**src/sv/tdpt_pkg.sv**
```systemverilog
// ----------------------------------------------------------------------------
// tdpt_pkg: trial division prime test constants
// fixed divisor sequence values shared by the prime test datapath
// ----------------------------------------------------------------------------
package tdpt_pkg;

  // first odd prime tried by division (factor two is seen in the lsb)
  localparam int unsigned SMALL_DIVISOR = 3;
  // first divisor of the 6k +/- 1 sequence
  localparam int unsigned FIRST_DIVISOR = 5;
  // distance between the two divisors of a pair
  localparam int unsigned PAIR_OFFSET   = 2;
  // step from one pair to the next
  localparam int unsigned DIVISOR_STEP  = 6;

endpackage

```
**src/sv/trial_division_prime_test_unit.sv**
```systemverilog
// ----------------------------------------------------------------------------
// trial_division_prime_test_unit: primality test by 6k +/- 1 trial division
// one shared restoring divider computes each remainder, one bit per cycle
// ----------------------------------------------------------------------------
// steps: 0..3 and even numbers go straight to the result; otherwise the
//   divide by three, then for each pair a bound check and one pass of the
//   bit-serial remainder unit per divisor tried, and then the result
// throughput: one item at a time, in_ready is low until the item is finished
// reset: synchronous active-low rst_n returns the sequencer to idle and
//   drops out_valid; no clearing pass is needed
module trial_division_prime_test_unit import tdpt_pkg::*; #(
  parameter int N_BITS = 32
) (
  input  logic              clk,
  input  logic              rst_n,
  input  logic              in_valid,
  output logic              in_ready,
  input  logic [N_BITS-1:0] in_number,
  output logic              out_valid,
  input  logic              out_ready,
  output logic              out_is_prime
);

  // divisor width: the loop stops once d * d exceeds the number,
  // so d stays below 2^(N_BITS/2) + DIVISOR_STEP
  localparam int DW  = N_BITS / 2 + 3;
  // running square width: may pass the number by one step before the stop
  localparam int SQW = N_BITS + 2;
  // bit counter for one division pass
  localparam int CW  = $clog2(N_BITS);

  typedef enum logic [2:0] {
    S_IDLE,
    S_BOUND,
    S_DIV,
    S_TEST,
    S_RESULT
  } state_t;

  state_t            state_r, state_nxt;
  logic [N_BITS-1:0] num_r, num_nxt;       // number under test
  logic [N_BITS-1:0] work_r, work_nxt;     // dividend bits still to shift in
  logic [DW-1:0]     rem_r, rem_nxt;       // partial remainder
  logic [DW-1:0]     div_r, div_nxt;       // divisor of the current pass
  logic [DW-1:0]     d_r, d_nxt;           // base divisor of the pair (6k - 1)
  logic [SQW-1:0]    sq_r, sq_nxt;         // d_r squared, kept by increments
  logic [CW-1:0]     cnt_r, cnt_nxt;       // bits left in this pass, less one
  logic              res_r, res_nxt;       // verdict waiting for the output
  logic              out_valid_r, out_valid_nxt;
  logic              out_is_prime_r, out_is_prime_nxt;

  // shared divider step: shift in the next dividend bit, subtract if it fits
  logic [DW:0]       shifted;
  logic [DW:0]       diff;
  logic              fits;
  // square update: (d + 6)^2 = d^2 + 12 d + 36
  logic [SQW-1:0]    sq_step;

  assign shifted = {rem_r, work_r[N_BITS-1]};
  assign diff    = shifted - {1'b0, div_r};
  assign fits    = shifted >= {1'b0, div_r};
  assign sq_step = SQW'(d_r) * SQW'(2 * DIVISOR_STEP)
                 + SQW'(DIVISOR_STEP * DIVISOR_STEP);

  assign in_ready     = (state_r == S_IDLE);
  assign out_valid    = out_valid_r;
  assign out_is_prime = out_is_prime_r;

  always_comb begin
    state_nxt        = state_r;
    num_nxt          = num_r;
    work_nxt         = work_r;
    rem_nxt          = rem_r;
    div_nxt          = div_r;
    d_nxt            = d_r;
    sq_nxt           = sq_r;
    cnt_nxt          = cnt_r;
    res_nxt          = res_r;
    out_valid_nxt    = out_valid_r;
    out_is_prime_nxt = out_is_prime_r;

    // result taken downstream
    if (out_valid_r && out_ready) begin
      out_valid_nxt = 1'b0;
    end

    unique case (state_r)
      S_IDLE: begin
        if (in_valid) begin
          num_nxt = in_number;
          if (in_number <= N_BITS'(1)) begin
            // zero and one are not prime
            res_nxt   = 1'b0;
            state_nxt = S_RESULT;
          end else if (in_number <= N_BITS'(SMALL_DIVISOR)) begin
            // two and three are prime
            res_nxt   = 1'b1;
            state_nxt = S_RESULT;
          end else if (!in_number[0]) begin
            // even and above two
            res_nxt   = 1'b0;
            state_nxt = S_RESULT;
          end else begin
            // start with the divide by three
            d_nxt     = DW'(SMALL_DIVISOR);
            div_nxt   = DW'(SMALL_DIVISOR);
            rem_nxt   = '0;
            work_nxt  = in_number;
            cnt_nxt   = CW'(N_BITS - 1);
            state_nxt = S_DIV;
          end
        end
      end

      S_BOUND: begin
        // keep going while d * d does not exceed the number
        if (sq_r <= SQW'(num_r)) begin
          div_nxt   = d_r;
          rem_nxt   = '0;
          work_nxt  = num_r;
          cnt_nxt   = CW'(N_BITS - 1);
          state_nxt = S_DIV;
        end else begin
          res_nxt   = 1'b1;
          state_nxt = S_RESULT;
        end
      end

      S_DIV: begin
        rem_nxt  = fits ? diff[DW-1:0] : shifted[DW-1:0];
        work_nxt = work_r << 1;
        cnt_nxt  = cnt_r - CW'(1);
        if (cnt_r == '0) begin
          state_nxt = S_TEST;
        end
      end

      S_TEST: begin
        if (rem_r == '0) begin
          // divisor found
          res_nxt   = 1'b0;
          state_nxt = S_RESULT;
        end else if (d_r == DW'(SMALL_DIVISOR)) begin
          // three done, open the 6k +/- 1 sequence
          d_nxt     = DW'(FIRST_DIVISOR);
          sq_nxt    = SQW'(FIRST_DIVISOR * FIRST_DIVISOR);
          state_nxt = S_BOUND;
        end else if (div_r == d_r) begin
          // second divisor of the pair
          div_nxt   = d_r + DW'(PAIR_OFFSET);
          rem_nxt   = '0;
          work_nxt  = num_r;
          cnt_nxt   = CW'(N_BITS - 1);
          state_nxt = S_DIV;
        end else begin
          // next pair
          d_nxt     = d_r + DW'(DIVISOR_STEP);
          sq_nxt    = sq_r + sq_step;
          state_nxt = S_BOUND;
        end
      end

      S_RESULT: begin
        // wait for the output register to be free
        if (!out_valid_r || out_ready) begin
          out_valid_nxt    = 1'b1;
          out_is_prime_nxt = res_r;
          state_nxt        = S_IDLE;
        end
      end

      default: begin
        state_nxt = S_IDLE;
      end
    endcase
  end

  always_ff @(posedge clk) begin
    if (!rst_n) begin
      state_r        <= S_IDLE;
      out_valid_r    <= 1'b0;
      out_is_prime_r <= 1'b0;
      res_r          <= 1'b0;
      num_r          <= '0;
      work_r         <= '0;
      rem_r          <= '0;
      div_r          <= DW'(FIRST_DIVISOR);
      d_r            <= DW'(FIRST_DIVISOR);
      sq_r           <= '0;
      cnt_r          <= '0;
    end else begin
      state_r        <= state_nxt;
      out_valid_r    <= out_valid_nxt;
      out_is_prime_r <= out_is_prime_nxt;
      res_r          <= res_nxt;
      num_r          <= num_nxt;
      work_r         <= work_nxt;
      rem_r          <= rem_nxt;
      div_r          <= div_nxt;
      d_r            <= d_nxt;
      sq_r           <= sq_nxt;
      cnt_r          <= cnt_nxt;
    end
  end

endmodule

```
**config.mk**
```make
export PLATFORM = sky130hd
export DESIGN_NAME = trial_division_prime_test_unit
export DESIGN_NICKNAME = d
export VERILOG_FILES = /design/src/sv/tdpt_pkg.sv /design/src/sv/trial_division_prime_test_unit.sv
export SDC_FILE = /design/constraint.sdc
export NUM_CORES = 1
export LEC_CHECK = 0
export BUFFER_PORTS_ARGS = -buffer_cell sky130_fd_sc_hd__clkbuf_2
export CAP_MARGIN = 40
export CELL_PAD_IN_SITES_DETAIL_PLACEMENT = 1
export CELL_PAD_IN_SITES_GLOBAL_PLACEMENT = 2
export CORE_MARGIN = 2
export CORE_UTILIZATION = 38
export CTS_CLUSTER_DIAMETER = 100
export CTS_CLUSTER_SIZE = 28
export DETAILED_ROUTE_END_ITERATION = 16
export MAX_ROUTING_LAYER = met4
export PLACE_DENSITY = 0.79
export SLEW_MARGIN = 20
export SYNTH_ARGS = -nofsm -noshare
export SYNTH_HDL_FRONTEND = slang
export SYNTH_SLANG_ARGS = --single-unit
```
**constraint.sdc**
```tcl
create_clock -name clk -period 5.8 [get_ports clk]
set_clock_uncertainty 0.15 [all_clocks]
set_input_delay 1.16 -clock clk [delete_from_list [all_inputs] [get_ports clk]]
set_output_delay 1.16 -clock clk [all_outputs]
set_load 0.01 [all_outputs]
```
* Yosys cells after proc, flatten, opt, wreduce, memory -nomap -nowiden
Cells that the tools add are included.
** Operators by class
- $add $sub $neg :: 6
- $mul :: 1
- $lt $le $gt $ge :: 4
- Equal/unequal tests :: 21
- Muxes and demuxes :: 64
- Bitwise operators :: 1
- Reduce and logical (&&, ||, !) cells :: 17
** Operator list (number)
- $mux W19 :: 20
- $mux W32 :: 8
- $pmux W32 S4 :: 1
- $pmux W19 S4 :: 1
- $mux W34 :: 2
- $pmux W19 S3 :: 1
- $mux W5 :: 8
- $pmux W19 S2 :: 1
- $add A34 B24 Y34 :: 1
- $le A34 B32 Y1 :: 1
- $le A32 B1 Y1 const B :: 1
- $le A32 B2 Y1 const B :: 1
- $add A23 B6 Y24 const B :: 1
- $mux W3 :: 8
- $ne A2 B2 Y1 const B :: 12
- $mul A19 B2 Y21 const B :: 1
- $ge A20 B19 Y1 :: 1
- $pmux W5 S4 :: 1
- $add A19 B2 Y19 const B :: 1
- $add A19 B3 Y19 const B :: 1
- $eq A19 B19 Y1 :: 1
- $eq A19 B2 Y1 const B :: 1
- $logic_not A19 Y1 :: 1
- $sub A19 B19 Y19 :: 1
- other kinds (25) :: 38
** Storage, ports and cells
- Bits in registers :: 166
- Bits of input ports :: 36
- Output and inout port bits :: 3
- Logic and storage cells :: 125

* Logic depth before layout (Yosys ltp)
- Word-level depth :: 5
- Gate-level depth with buffers :: 21
- Mapped depth without buffers :: 20

* Least setup slack after synthesis
OpenSTA, ideal clock, no wires.
- Path type :: reg-to-reg
- Start point :: register d_r[1]
- End point :: register sq_r[31]
- Library setup time :: 0.124 ns
- Data arrival time :: 4.503 ns
- Required time :: 5.526 ns
- Setup slack :: 1.023 ns
- Stages on the path, launching flop included :: 22
- Buffers on the path :: 1
- Clock period less this slack :: 4.777 ns
- Cell sequence :: dfxtp_1 buf_2 inv_1 ha_1 a21o_1 a21oi_1 nor2b_1 o41ai_1 o21ai_0 o21ai_0 nand2_1 xor2_1 ha_1 ha_1 and4_1 nand4_1 a2111oi_0 o2111ai_1 a311oi_2 nand4_1 xor2_1 nor2_1
** On the way
- Word-level cells in the longest chain between the ends :: 5
- Elaborated cells between the ends (all ways) :: 9
- Those cells by class :: add/sub (2); mul (1); eq/ne (3); mux (2); reduce/logical (1)
** Ends and longest elaborated chain
- from (decl) :: line trial_division_prime_test_unit.sv:45 : logic [DW-1:0] d_r, d_nxt;
- from (signal assigned) :: line trial_division_prime_test_unit.sv:188 : d_r <= DW'(FIRST_DIVISOR);
- from (signal assigned) :: line trial_division_prime_test_unit.sv:200 : d_r <= d_nxt;
- $mul A19 B2 Y21 :: line trial_division_prime_test_unit.sv:62 : assign sq_step = SQW'(d_r) * SQW'(2 * DIVISOR_STEP)
- $add A23 B6 Y24 :: line trial_division_prime_test_unit.sv:63 : + SQW'(DIVISOR_STEP * DIVISOR_STEP);
- $add A34 B24 Y34 :: line trial_division_prime_test_unit.sv:158 : sq_nxt = sq_r + sq_step;
- $mux W34 :: line trial_division_prime_test_unit.sv:148 : end else if (div_r == d_r) begin
- $mux W34 :: line trial_division_prime_test_unit.sv:143 : end else if (d_r == DW'(SMALL_DIVISOR)) begin
- to (signal assigned) :: line trial_division_prime_test_unit.sv:201 : sq_r <= sq_nxt;
- to (decl) :: line trial_division_prime_test_unit.sv:46 : logic [SQW-1:0] sq_r, sq_nxt;
Several ways; a longest one is shown, not always the timed one. The select of a mux whose other input is x is not followed.
A chain may end at the register's enable or synchronous reset.

* Final worst setup path
Same ends and word-level chain as after synthesis.

==> run_results.csv <==
group,metric,value,unit
yosys,synth_common_cells,"nand2_1 (193), dfxtp_1 (165), ha_1 (123), nor2_1 (123), a21oi_1 (106)",
hold_path,min_from,"num_r[10]$_SDFFE_PN0P_",
floorplanning,io-pin-count,39,
worst_setup_path,critPathMostFrequentCell,"ha_1",
sta,maxSlewHeadroom,0.411,
sta,setup_viol,0,
yosys,avgSynthCellArea,7.85,sq um
worst_setup_path,path_cells,"ha_1, fa_1, a21o_1, a21oi_1, nor2b_1, o31ai_1, nor2b_1, o21bai_1, a21oi_1, xnor2_1, ha_1, ha_1, and4_1, nand4_1, a2111oi_2, o2111ai_1, a311oi_2, buf_4, nand4_1, xor2_1, nor2_1",
cts,ctsRootBufferMaster,"clkbuf_16",
sta,slew_violations,0,
cts,cts_htree_levels,4,
floorplanning,die_w,179,microns
worst_setup_path,r2r-start,"d_r[1]$_SDFFE_PN0P_",
yosys,synthAdderAreaFrac,0.138,
worst_setup_path,crit_fanout,12,
yosys,synth_area,11600,sq um
yosys,synthesis.nets,1637,
worst_setup_path,endpoint_kind,"flip-flop",
sta,grt_setup_unrepaired,"false",
yosys,synth_cells,1475,
yosys,yosysTopAreaCell,"dfxtp_1",
yosys,synth_compound_area_frac,0.200,
worst_setup_path,worst_ep_required_time,5970,ps
worst_setup_path,cpLargestDelayFamily,"compound AO/OA/AOI/OAI gates",
worst_setup_path,worst_path_max_delay_cell,"ha_1",
hold_path,hold_path_class,"reg2reg",
sta,maxClockFrequency,187,MHz
global_routing,grt_pass1_vias,10700,
route,routed_via_density,5.59,
power,vdd_drop_max,0.392,mV
route,ant_nets,0,
place,hpwl,27600,microns
yosys,yosys.area_share.xor_xnor,0.0785,
cts,cts_buffer_depth,2,
route,drc_errors,0,
yosys,async_flop_share,0,
yosys,synth-edff-count,0,
worst_setup_path,worstPathArrival,5520,ps
floorplanning,die-area,31900,sq um
worst_setup_path,cp.buffers_inverters,1,
place,port_buffers,38,
floorplanning,rows,63,
sta,hold_viol_final,0,
cts,cts_sinks,165,
power,powerDensity,404,nW/um^2
global_routing,overflow,0,
worst_setup_path,critical-path-max-stage-delay,480,ps
cts,cts_buffers,17,
layout,antenna_cells,0,
power,p_leak,5.48,nW
place,place_area,12100,sq um
route,vias,10600,
worst_setup_path,worstSetupPathType,"reg2reg",
worst_setup_path,cp-startpoint,"d_r[1]$_SDFFE_PN0P_",
yosys,ys_warn_count,0,
run,maxCapViolations,0,
route,wl_per_cell,19.5,microns
yosys,synthDominantCellAreaShare,0.285,
floorplanning,die_h,179,microns
floorplanning,start_util,0.389,
yosys,synthMuxAreaShare,0.0389,
layout,finalInstanceArea,12700,sq um
yosys,yosysMostFrequentCell,"nand2_1",
power,total_power,0.00515,W
cts,cts_tree,"built",
sta,fin_crit,5350,ps
layout,fill_cells,3648,
route,dr.first_iter.drc_count,587,
worst_setup_path,start_kind,"flip-flop",
global_routing,grt_pass1_wl,59500,microns
global_routing,grt_max_degree,51,
layout,nNetsFinal,1645,
layout,post-route-util,0.428,
yosys,synth_top_family_by_area,"simple AND/OR/NAND/NOR gates",
yosys,synthSimpleGateAreaFrac,0.205,
yosys,ys_ff_latch,165,
run_status,status,"complete, no violations",
layout,post_route_cells_drive_above_1_share,0.0862,
cts,clk_pin_slew,70,ps
floorplanning,coreArea,29800,sq um
place,place_congestion,0.858,
layout,area_growth,9.98,%
cts,clkLatencyLatePin,450,ps
route,first_pass_iters,7,
cts,holdBufCountCts,0,
yosys,yosysSeqAreaShare,0.285,
yosys,ys_dominant_reg_cell,"dfxtp_1",
sta,finalSetupTns,0,ps
yosys,synthTopCellsByArea,"dfxtp_1 (29%), ha_1 (13%), nand2_1 (6.3%), xnor2_1 (5.5%), a21oi_1 (4.6%)",
route,totalWireLength,36700,microns
sta,fin_crit_sh,0.922,
global_routing,track_usage,0.245,
sta,tightest_slew,861,ps
global_routing,grt_antenna_before_repair,0,
yosys,netlist-cell-type-count,68,
## worst reg2reg max path, delay by kind of cell, from the launching register on
family | cells | cell delay (ps)
AOI/OAI and AO/OA | 8 | 1870
xor gates and xnor gates | 2 | 280
adders and majority gates | 4 | 1350
buffers and inverters | 1 | 170
DFF | 1 | 380
and+or+nand+nor | 6 | 1000
## registers in the layout, indices dropped and copies added, names as in the netlist
name	flops
out_is_prime	1
num_r	32
work_r	32
res_r	1
d_r	19
div_r	19
state_r	3
sq_r	33
out_valid	1
cnt_r	5
rem_r	19
## area by class of cell
type	instances	area, sq um	share of cell area
tap	390	488	0.0383
multi-input combinational	1148	7680	0.603
sequential	165	3300	0.259
clock inverter	12	119	0.00933
clock buffer	20	457	0.0358
inverter	95	357	0.0280
timing repair buffer	56	337	0.0264
## worst paths after layout
kind / endpoint / slack, ps / cells after the start
min: num_r[10]$_SDFFE_PN0P_ / 330 / 2
max: sq_r[31]$_SDFFE_PN0P_ / 450 / 21
min reg2reg: num_r[10]$_SDFFE_PN0P_ / 330 / 2
max reg2reg: sq_r[31]$_SDFFE_PN0P_ / 450 / 21
## cell usage in the layout, fill, tap and decap left out, types with 6 or more instances in the layout
cell,instances
a211oi_1,17
a21o_1,27
a21oi_1,106
a221o_1,6
a22oi_1,36
a31o_2,17
a31oi_1,8
and3_1,23
buf_4,16
clkbuf_16,17
clkbuf_2,38
dfxtp_1,165
ha_1,123
inv_1,94
mux2i_1,45
nand2_1,192
nand2b_1,9
nand3_1,35
nand4_1,28
nor2_1,122
nor2b_1,13
nor3_1,28
nor4_1,16
o211ai_1,10
o21ai_0,84
o31ai_1,7
or2_2,8
or3_1,7
xnor2_1,73
xor2_1,29
## timing repair
item / in CTS / in global routing
resized for setup: 0 / 3
setup buffers: 0 / 1
endpoints found under the setup margin: 0 / 6
endpoints found under the hold margin: 0 / 0
## report_power, final
group          switching, W  internal, W  leakage [nW]  total, W
Combinational       0.00149      0.00111          3.85   0.00261
Clock              0.000543     0.000624         0.285   0.00117
Sequential         0.000122      0.00125          1.34   0.00137
Total               0.00216      0.00299          5.48   0.00515
## routing by layer
metal  track usage  vias to the layer above  wire (microns)
met5             -                        -               0
met4        0.0447                        0             288
met3        0.0339                       22             931
met2         0.385                      109           16800
met1         0.337                     5187           18700
li1              -                     5232               -
## kinds of logic (layout without fill, tap and decap cells)
kind of cell    after synthesis  in the layout
buf+inv                     162            183
flops                       165            165
mux                          45             45
xor+xnor                    103            103
compound gates              363            363
fa+ha+maj                   126            126
simple gates                511            511
## metrics by stage
step	hold slack (ps)	setup WS, ps	instances
after floorplan	285	1020	1475
after global placement	300	492	1850
after detailed placement	320	195	1853
after CTS	330	118	1885
after global routing	357	1.87	1886
final	331	454	1886
No activity file was read; power rests on OpenSTA's default activity.
